===== src/rtl/core/assert_macros.svh =====
// Assertion macros shared by the RTL that carries concurrent checks.
// Needs a clock named clk and an active-low reset named rst_n in scope.
`ifndef ASSERT_MACROS_SVH
`define ASSERT_MACROS_SVH

// prop must hold at every rising edge outside reset
`define ASSERT_CLK(name, prop, msg) \
  name: assert property (@(posedge clk) disable iff (!rst_n) (prop)) else $error(msg);

// cond must never be true outside reset
`define ASSERT_NEVER(name, cond, msg) \
  `ASSERT_CLK(name, !(cond), msg)

`endif


===== src/rtl/core/sfd_pkg.sv =====
// Package for the stuffed frame deframer: line codes, phase and result kinds,
// and the byte-wide CRC16-CCITT update. No dependencies.
package sfd_pkg;

  localparam logic [7:0] BYTE_SOF     = 8'hC0;
  localparam logic [7:0] BYTE_ESC     = 8'hDB;
  localparam logic [7:0] BYTE_ESC_SOF = 8'hDC;
  localparam logic [7:0] BYTE_ESC_ESC = 8'hDD;

  localparam logic [15:0] CRC_POLY = 16'h1021;
  localparam logic [15:0] CRC_INIT = 16'hFFFF;
  localparam logic [15:0] CNT_MAX  = 16'hFFFF;

  localparam logic [2:0] HDR_LAST = 3'd6;

  typedef enum logic [1:0] {
    PH_WAIT    = 2'd0,
    PH_HEADER  = 2'd1,
    PH_PAYLOAD = 2'd2,
    PH_CRC     = 2'd3
  } phase_t;

  localparam logic [1:0] KIND_PAYLOAD = 2'd0;
  localparam logic [1:0] KIND_GOOD    = 2'd1;
  localparam logic [1:0] KIND_CRC_ERR = 2'd2;
  localparam logic [1:0] KIND_ABORT   = 2'd3;

  // MSB-first CRC16-CCITT, one byte
  function automatic logic [15:0] crc16_update(input logic [15:0] crc, input logic [7:0] b);
    logic [15:0] c;
    c = crc ^ {b, 8'h00};
    for (int i = 0; i < 8; i++) begin
      if (c[15]) begin
        c = {c[14:0], 1'b0} ^ CRC_POLY;
      end else begin
        c = {c[14:0], 1'b0};
      end
    end
    return c;
  endfunction

endpackage


===== src/rtl/core/stuffed_frame_deframer_crc16_top.sv =====
// Stuffed frame deframer with CRC16-CCITT check, top level.
// Depends on sfd_pkg and assert_macros.svh.
//
// Usage:
//   Input channel in_valid/in_ready/in_line_byte carries one raw line byte per
//   item. 0xC0 starts a frame, 0xDB escapes the next byte (0xDC or 0xDD).
//   Output channel out_valid/out_ready carries at most one result per input
//   item: a payload byte (kind 0, out_last_payload on the final one), a
//   verdict (kind 1 good, kind 2 CRC mismatch) with the header fields, or an
//   abort (kind 3) when a frame dies after payload output began.
//   out_crc_error_count shows the saturating mismatch counter on every result.
// Timing:
//   An item sits in the input register, where the destuff, header,
//   CRC and verdict logic runs, and its result, if any, lands in the output
//   register, which drives out_valid. One item per cycle sustained while the
//   output is taken, set by the byte-wide CRC update in the state loop.
// Stall:
//   While the output register holds an untaken result, the input register
//   holds its item and in_ready drops once both are full; nothing is lost.
// Reset:
//   rst_n synchronous, active low. Both registers empty, the deframer waits
//   for 0xC0, CRC preset to 0xFFFF, error counter and header fields zero.
`include "assert_macros.svh"

module stuffed_frame_deframer_crc16_top (
  input  logic        clk,
  input  logic        rst_n,
  input  logic        in_valid,
  output logic        in_ready,
  input  logic [7:0]  in_line_byte,
  output logic        out_valid,
  input  logic        out_ready,
  output logic [1:0]  out_kind,
  output logic [7:0]  out_payload_byte,
  output logic        out_last_payload,
  output logic [7:0]  out_address,
  output logic [7:0]  out_command,
  output logic [7:0]  out_flag_bits,
  output logic [15:0] out_sequence_res,
  output logic [15:0] out_payload_length,
  output logic [15:0] out_crc_error_count
);
  import sfd_pkg::*;

  // input register
  logic        s1_valid_r;
  logic [7:0]  s1_byte_r;
  logic        s1_adv;

  // deframer state
  phase_t      phase_r, phase_nxt;
  logic        esc_r, esc_nxt;
  logic [2:0]  hdr_cnt_r, hdr_cnt_nxt;
  logic [7:0]  addr_r, addr_nxt;
  logic [7:0]  cmd_r, cmd_nxt;
  logic [7:0]  flags_r, flags_nxt;
  logic [15:0] seq_r, seq_nxt;
  logic [15:0] len_r, len_nxt;
  logic [15:0] pay_cnt_r, pay_cnt_nxt;
  logic [15:0] crc_r, crc_nxt;
  logic [7:0]  crc_hi_r, crc_hi_nxt;
  logic        crc_cnt_r, crc_cnt_nxt;
  logic [15:0] err_cnt_r, err_cnt_nxt;

  // result of the current item
  logic        res_valid;
  logic [1:0]  res_kind;
  logic [7:0]  res_pbyte;
  logic        res_last;
  logic        res_hdr;

  // scratch
  logic        started;
  logic        take;
  logic        bad;
  logic [7:0]  db;
  logic [15:0] crc_upd;
  logic [15:0] pay_cnt_inc;
  logic [15:0] len_new;

  // output register
  logic        out_valid_r;
  logic [1:0]  out_kind_r;
  logic [7:0]  out_pbyte_r;
  logic        out_last_r;
  logic [7:0]  out_addr_r;
  logic [7:0]  out_cmd_r;
  logic [7:0]  out_flags_r;
  logic [15:0] out_seq_r;
  logic [15:0] out_len_r;
  logic [15:0] out_err_r;

  assign s1_adv   = s1_valid_r && (!out_valid_r || out_ready);
  assign in_ready = !s1_valid_r || s1_adv;

  always_ff @(posedge clk) begin
    if (!rst_n) begin
      s1_valid_r <= 1'b0;
    end else if (in_valid && in_ready) begin
      s1_valid_r <= 1'b1;
    end else if (s1_adv) begin
      s1_valid_r <= 1'b0;
    end
  end

  always_ff @(posedge clk) begin
    if (in_valid && in_ready) begin
      s1_byte_r <= in_line_byte;
    end
  end

  // destuffed data byte
  assign db = (esc_r && (s1_byte_r == BYTE_ESC_SOF)) ? BYTE_SOF :
              (esc_r && (s1_byte_r == BYTE_ESC_ESC)) ? BYTE_ESC : s1_byte_r;

  assign started = ((phase_r == PH_PAYLOAD) && (pay_cnt_r != 16'd0)) ||
                   ((phase_r == PH_CRC) && (len_r != 16'd0));
  assign crc_upd     = crc16_update(crc_r, db);
  assign pay_cnt_inc = pay_cnt_r + 16'd1;
  assign len_new     = {db, len_r[7:0]};

  always_comb begin
    phase_nxt   = phase_r;
    esc_nxt     = esc_r;
    hdr_cnt_nxt = hdr_cnt_r;
    addr_nxt    = addr_r;
    cmd_nxt     = cmd_r;
    flags_nxt   = flags_r;
    seq_nxt     = seq_r;
    len_nxt     = len_r;
    pay_cnt_nxt = pay_cnt_r;
    crc_nxt     = crc_r;
    crc_hi_nxt  = crc_hi_r;
    crc_cnt_nxt = crc_cnt_r;
    err_cnt_nxt = err_cnt_r;
    res_valid   = 1'b0;
    res_kind    = KIND_PAYLOAD;
    res_pbyte   = 8'h00;
    res_last    = 1'b0;
    res_hdr     = 1'b0;
    take        = 1'b0;
    bad         = 1'b0;

    if (s1_byte_r == BYTE_SOF) begin
      bad = 1'b1;
    end else if (phase_r != PH_WAIT) begin
      if (esc_r) begin
        esc_nxt = 1'b0;
        if ((s1_byte_r == BYTE_ESC_SOF) || (s1_byte_r == BYTE_ESC_ESC)) begin
          take = 1'b1;
        end else begin
          bad = 1'b1;
        end
      end else if (s1_byte_r == BYTE_ESC) begin
        esc_nxt = 1'b1;
      end else begin
        take = 1'b1;
      end
    end

    if (take) begin
      case (phase_r)
        PH_HEADER: begin
          crc_nxt = crc_upd;
          case (hdr_cnt_r)
            3'd0:    addr_nxt  = db;
            3'd1:    cmd_nxt   = db;
            3'd2:    flags_nxt = db;
            3'd3:    seq_nxt   = {seq_r[15:8], db};
            3'd4:    seq_nxt   = {db, seq_r[7:0]};
            3'd5:    len_nxt   = {len_r[15:8], db};
            default: len_nxt   = len_new;
          endcase
          if (hdr_cnt_r >= HDR_LAST) begin
            hdr_cnt_nxt = 3'd0;
            pay_cnt_nxt = 16'd0;
            phase_nxt   = (len_new != 16'd0) ? PH_PAYLOAD : PH_CRC;
          end else begin
            hdr_cnt_nxt = hdr_cnt_r + 3'd1;
          end
        end
        PH_PAYLOAD: begin
          crc_nxt     = crc_upd;
          pay_cnt_nxt = pay_cnt_inc;
          res_valid   = 1'b1;
          res_kind    = KIND_PAYLOAD;
          res_pbyte   = db;
          res_last    = (pay_cnt_inc >= len_r);
          if (pay_cnt_inc >= len_r) begin
            phase_nxt = PH_CRC;
          end
        end
        PH_CRC: begin
          if (!crc_cnt_r) begin
            crc_hi_nxt  = db;
            crc_cnt_nxt = 1'b1;
          end else begin
            res_valid = 1'b1;
            res_hdr   = 1'b1;
            if ({crc_hi_r, db} == crc_r) begin
              res_kind = KIND_GOOD;
            end else begin
              res_kind = KIND_CRC_ERR;
              if (err_cnt_r != CNT_MAX) begin
                err_cnt_nxt = err_cnt_r + 16'd1;
              end
            end
            phase_nxt   = PH_WAIT;
            esc_nxt     = 1'b0;
            hdr_cnt_nxt = 3'd0;
            pay_cnt_nxt = 16'd0;
            crc_nxt     = CRC_INIT;
            crc_hi_nxt  = 8'h00;
            crc_cnt_nxt = 1'b0;
          end
        end
        default: ;
      endcase
    end

    if (bad) begin
      phase_nxt   = (s1_byte_r == BYTE_SOF) ? PH_HEADER : PH_WAIT;
      esc_nxt     = 1'b0;
      hdr_cnt_nxt = 3'd0;
      pay_cnt_nxt = 16'd0;
      crc_nxt     = CRC_INIT;
      crc_hi_nxt  = 8'h00;
      crc_cnt_nxt = 1'b0;
      if (started) begin
        res_valid = 1'b1;
        res_kind  = KIND_ABORT;
      end
    end
  end

  always_ff @(posedge clk) begin
    if (!rst_n) begin
      phase_r   <= PH_WAIT;
      esc_r     <= 1'b0;
      hdr_cnt_r <= 3'd0;
      addr_r    <= 8'h00;
      cmd_r     <= 8'h00;
      flags_r   <= 8'h00;
      seq_r     <= 16'd0;
      len_r     <= 16'd0;
      pay_cnt_r <= 16'd0;
      crc_r     <= CRC_INIT;
      crc_hi_r  <= 8'h00;
      crc_cnt_r <= 1'b0;
      err_cnt_r <= 16'd0;
    end else if (s1_adv) begin
      phase_r   <= phase_nxt;
      esc_r     <= esc_nxt;
      hdr_cnt_r <= hdr_cnt_nxt;
      addr_r    <= addr_nxt;
      cmd_r     <= cmd_nxt;
      flags_r   <= flags_nxt;
      seq_r     <= seq_nxt;
      len_r     <= len_nxt;
      pay_cnt_r <= pay_cnt_nxt;
      crc_r     <= crc_nxt;
      crc_hi_r  <= crc_hi_nxt;
      crc_cnt_r <= crc_cnt_nxt;
      err_cnt_r <= err_cnt_nxt;
    end
  end

  always_ff @(posedge clk) begin
    if (!rst_n) begin
      out_valid_r <= 1'b0;
    end else if (s1_adv) begin
      out_valid_r <= res_valid;
    end else if (out_ready) begin
      out_valid_r <= 1'b0;
    end
  end

  always_ff @(posedge clk) begin
    if (s1_adv && res_valid) begin
      out_kind_r  <= res_kind;
      out_pbyte_r <= res_pbyte;
      out_last_r  <= res_last;
      out_addr_r  <= res_hdr ? addr_r  : 8'h00;
      out_cmd_r   <= res_hdr ? cmd_r   : 8'h00;
      out_flags_r <= res_hdr ? flags_r : 8'h00;
      out_seq_r   <= res_hdr ? seq_r   : 16'd0;
      out_len_r   <= res_hdr ? len_r   : 16'd0;
      out_err_r   <= err_cnt_nxt;
    end
  end

  assign out_valid           = out_valid_r;
  assign out_kind            = out_kind_r;
  assign out_payload_byte    = out_pbyte_r;
  assign out_last_payload    = out_last_r;
  assign out_address         = out_addr_r;
  assign out_command         = out_cmd_r;
  assign out_flag_bits       = out_flags_r;
  assign out_sequence_res    = out_seq_r;
  assign out_payload_length  = out_len_r;
  assign out_crc_error_count = out_err_r;

  `ASSERT_NEVER(a_esc_outside_frame, esc_r && (phase_r == PH_WAIT), "escape pending outside a frame")
  `ASSERT_CLK(a_err_monotonic, $past(rst_n) |-> (err_cnt_r >= $past(err_cnt_r)), "error count went down")
  `ASSERT_NEVER(a_payload_no_header, out_valid_r && (out_kind_r == KIND_PAYLOAD) && ((out_addr_r != 8'h00) || (out_len_r != 16'd0)), "header fields on a payload item")
  `ASSERT_NEVER(a_verdict_clean, out_valid_r && (out_kind_r != KIND_PAYLOAD) && (out_last_r || (out_pbyte_r != 8'h00)), "payload data on a non-payload item")

endmodule


===== config.mk =====
export PLATFORM = sky130hd
export DESIGN_NAME = stuffed_frame_deframer_crc16_top
export DESIGN_NICKNAME = d
export VERILOG_FILES = /design/src/rtl/core/sfd_pkg.sv /design/src/rtl/core/stuffed_frame_deframer_crc16_top.sv
export VERILOG_INCLUDE_DIRS = /design/src /design/src/rtl/core
export SDC_FILE = /design/constraint.sdc
export NUM_CORES = 1
export LEC_CHECK = 0
export ABC_AREA = 1
export BUFFER_PORTS_ARGS = -buffer_cell sky130_fd_sc_hd__buf_2
export CORE_MARGIN = 2
export CORE_UTILIZATION = 59
export CTS_BUF_LIST = sky130_fd_sc_hd__clkbuf_16
export CTS_CLUSTER_DIAMETER = 40
export DETAILED_ROUTE_END_ITERATION = 8
export HOLD_SLACK_MARGIN = 0.15
export PLACE_DENSITY = 0.77
export SLEW_MARGIN = 20
export SYNTH_ARGS = -nofsm -noshare
export SYNTH_HDL_FRONTEND = slang
export SYNTH_SLANG_ARGS = --single-unit

===== constraint.sdc =====
create_clock -name clk -period 4.05 [get_ports clk]
set_input_delay 0.405 -clock clk [delete_from_list [all_inputs] [get_ports clk]]
set_output_delay 0.405 -clock clk [all_outputs]
set_load 0.05 [all_outputs]

==> flow_summary.yaml <==
setup_path:
  arrival_ps: 3610
  cp-end-kind: "register"
  worstSetupStartpointType: "register"
  cp.required_ps: 4350
  critPathKind: "reg -> reg"
  critPathMaxFanout: 30
synth:
  synth_edf_count: 91
  synth_cells: 1198
  synth_ff_type: "dfxtp_1"
  synth_common_cells: "inv_1, nand2_1, nor2_1, dfxtp_1, a21oi_1"
  synth_area_leader_cell: "edfxtp_1"
  syn_nets: 1238
  synth.top_cell.area_share: 0.272
  async_flop_share: 0
  syn_avg_cell_area_um2: 8.38
  synth_cell_types: 38
  ys_seq_elements: 212
  synthTopCellsByArea: "edfxtp_1, dfxtp_1, inv_1"
  syn_area_mm2: 0.0100
  synth.yosys.seq_area_share: 0.514
  ys_warn_count: 0
  yosysMostFrequentCell: "inv_1"
die:
  die_y_um: 134
  core_area_mm2: 0.0166
  die-area_mm2: 0.0181
  core.rowCount: 47
  pin_count: 97
  fp.dieW_um: 134
  start_util: 0.605
timing:
  rsz0062_at_grt: "no"
  relSlewSlack: 0.275
  finalMaxSlewViolations: 0
  setup_viol: 0
  hold_viol_final: 0
  finalCritPeriodShare: 0.819
  max_slew.worst_pin.slew_ps: 1090
  fmax_ghz: 0.301
  final.setup.tns_ps: 0
  holdWs_ps: 164
  period_needed_ps: 3320
  fin_skew_ps: 9.18
route:
  dr.first_iter.drc_count: 804
  ant_nets: 0
  firstDrtPassIters: 5
  viasPerCell: 5.45
  post_drt_wl_per_cell_um: 15.4
  route.detailed.drc: 0
  vias: 8391
  routed_wl_um: 23700
finish:
  synthToLayoutAreaGrowth_pct: 16.5
  final_nets: 1338
  final_layout_size_suffix_gt1_frac: 0.146
  fin_area_mm2: 0.0117
  nFillCells: 1256
  num_antenna_cells: 0
power:
  p_comb_frac: 0.038
  p_leak_nw: 5.07
  cell_internal_pwr_mw: 3.78
  p_sw_frac: 0.229
  powerDensity_mw_per_mm2: 419
  switchingPower_mw: 1.12
  clkPwrFrac: 0.501
  ir_drop_v: 0.000365
  p_seq_frac: 0.462
job:
  drv_cap: 0
cts:
  path_clk_slew_ps: 60
  cts_inserted_buffers: 28
  clk_root_buffer_cell: "clkbuf_16"
  ctsLongestPathBuffers: 3
  htree_levels: 1
  insertion_delay_ps: 540
  post_cts_resized: 0
  cts_tree: "yes"
  cts_sinks: 212
grt:
  grtUsageTotal: 0.263
  grt_pass1_wl_um: 38300
  antenna_found_initial: 0
  grt_overflow: 0
  grt_max_degree: 82
  grt_pass1_vias: 7764
placement:
  place_area_mm2: 0.0107
  port_buffers: 96
  gp_congestion: 0.929
  dp_hpwl_um: 15900
outcome:
  outcome: "finished clean"
worst_hold_path:
  worst_hold_path_type: "in -> reg"
-- placed cells by master (no fill, tap or decap), drive strengths merged --
master / netlist / final
inv: 187 / 197
nand2: 183 / 183
nor2: 141 / 141
dfxtp: 121 / 121
a21oi: 116 / 116
buf: 23 / 108
o21ai: 93 / 93
edfxtp: 91 / 91
nand3: 73 / 73
nand4: 38 / 38
clkbuf: 24 / 30
ha: 28 / 28
nor3: 26 / 26
xor2: 25 / 25
dlygate4sd3: 0 / 9
clkinv: 0 / 9
xnor2: 8 / 8
o211ai: 7 / 7
nor4: 6 / 6
o22ai: 3 / 3
or2: 2 / 2
bufinv: 0 / 2
nand3b: 1 / 1
or4: 1 / 1
a211oi: 1 / 1
clkinvlp: 0 / 1
-- routing by layer --
| layer | up-vias | global-route usage | share of wire |
|---|---|---|---|
| met3 | 65 | 0.0488 | 0.082 |
| li1 | 4156 | - | - |
| met4 | 0 | 0.0754 | 0.027 |
| met5 | - | 0 | 0 |
| met1 | 3836 | 0.373 | 0.44 |
| met2 | 334 | 0.415 | 0.45 |
-- worst max-delay path, cell delays in order (launching register included) --
cell      delay [ps]
edfxtp_1         670
inv_2            210
nand2_1          100
nor2_1           170
nand3_1          220
nand2_1          120
buf_4            260
nand2_1           80
nand2_1           90
nand2_1           70
nor2_2            90
nand3_2          500
nand2_2          280
nand2_1           70
nand2_1          100
inv_1             40
-- final timing paths --
path | startpoint | endpoint | slack [ps] | cells after the start
worst max-delay path | s1_byte_r[5]$_DFFE_PP_ | out_crc_error_count[14]$_DFFE_PP_ | 730 | 15
worst min-delay path | out_ready | out_valid$_SDFFE_PN0P_ | 160 | 4
worst max register to register | s1_byte_r[5]$_DFFE_PP_ | out_crc_error_count[14]$_DFFE_PP_ | 730 | 15
worst min register to register | seq_r[2]$_SDFFE_PN0P_ | seq_r[2]$_SDFFE_PN0P_ | 450 | 2
-- logic make-up after synthesis --
kind of cell             share of synthesized area
flip-flops                                   0.514
XOR/XNOR                                    0.0325
AND/OR/NAND/NOR                              0.211
adder cells (fa/ha/maj)                     0.0349
AO/OA/AOI/OAI                                0.114
buffers and inverters                       0.0941
-- registers in the layout, summed over array words and instances, names as in the netlist, 8 cells and up --
signal	cells
addr_r	8
cmd_r	8
crc_hi_r	8
crc_r	16
err_cnt_r	16
flags_r	8
len_r	16
out_address	8
out_command	8
out_crc_error_count	16
out_flag_bits	8
out_payload_byte	8
out_payload_length	16
out_sequence_res	16
pay_cnt_r	16
s1_byte_r	8
seq_r	16
-- area by class of cell --
class | instances | area, µm² | area share
clock buffer | 30 | 751 | 0.0642
clock inverter | 22 | 203 | 0.0173
inverter | 187 | 703 | 0.0601
multi-input combinational | 752 | 3940 | 0.337
tap | 220 | 275 | 0.0235
sequential | 212 | 5150 | 0.441
timing repair buffer | 117 | 673 | 0.0575
-- power groups by stage --
| stage | Clock [mW] | Combinational, mW | Sequential (mW) |
|---|---|---|---|
| 6_report | 2.46 | 0.185 | 2.26 |
| 5_1_grt | 2.57 | 0.206 | 2.26 |
| 4_1_cts | 2.48 | 0.182 | 2.26 |
| 3_5_place_dp | 0 | 0.174 | 2.31 |
| 3_3_place_gp | 0 | 0.171 | 2.31 |
| 2_1_floorplan | 0 | 0.136 | 2.29 |
-- metrics by stage --
step / worst slack, ps / total power, mW / std cells / utilization
after CTS: 802 / 4.92 / 1540 / 0.705
after global placement: 823 / 2.48 / 1479 / 0.642
final: 733 / 4.91 / 1540 / 0.705
after global routing: 346 / 5.04 / 1540 / 0.705
after detailed placement: 773 / 2.48 / 1479 / 0.642
after floorplan: 593 / 2.43 / 1198 / -
-- what timing repair did --
item                      in CTS  in global routing
hold buffers                   9                  0
setup buffers                  0                  0
hold endpoints to repair       9                  0
Power figures use the tool's default switching activity.
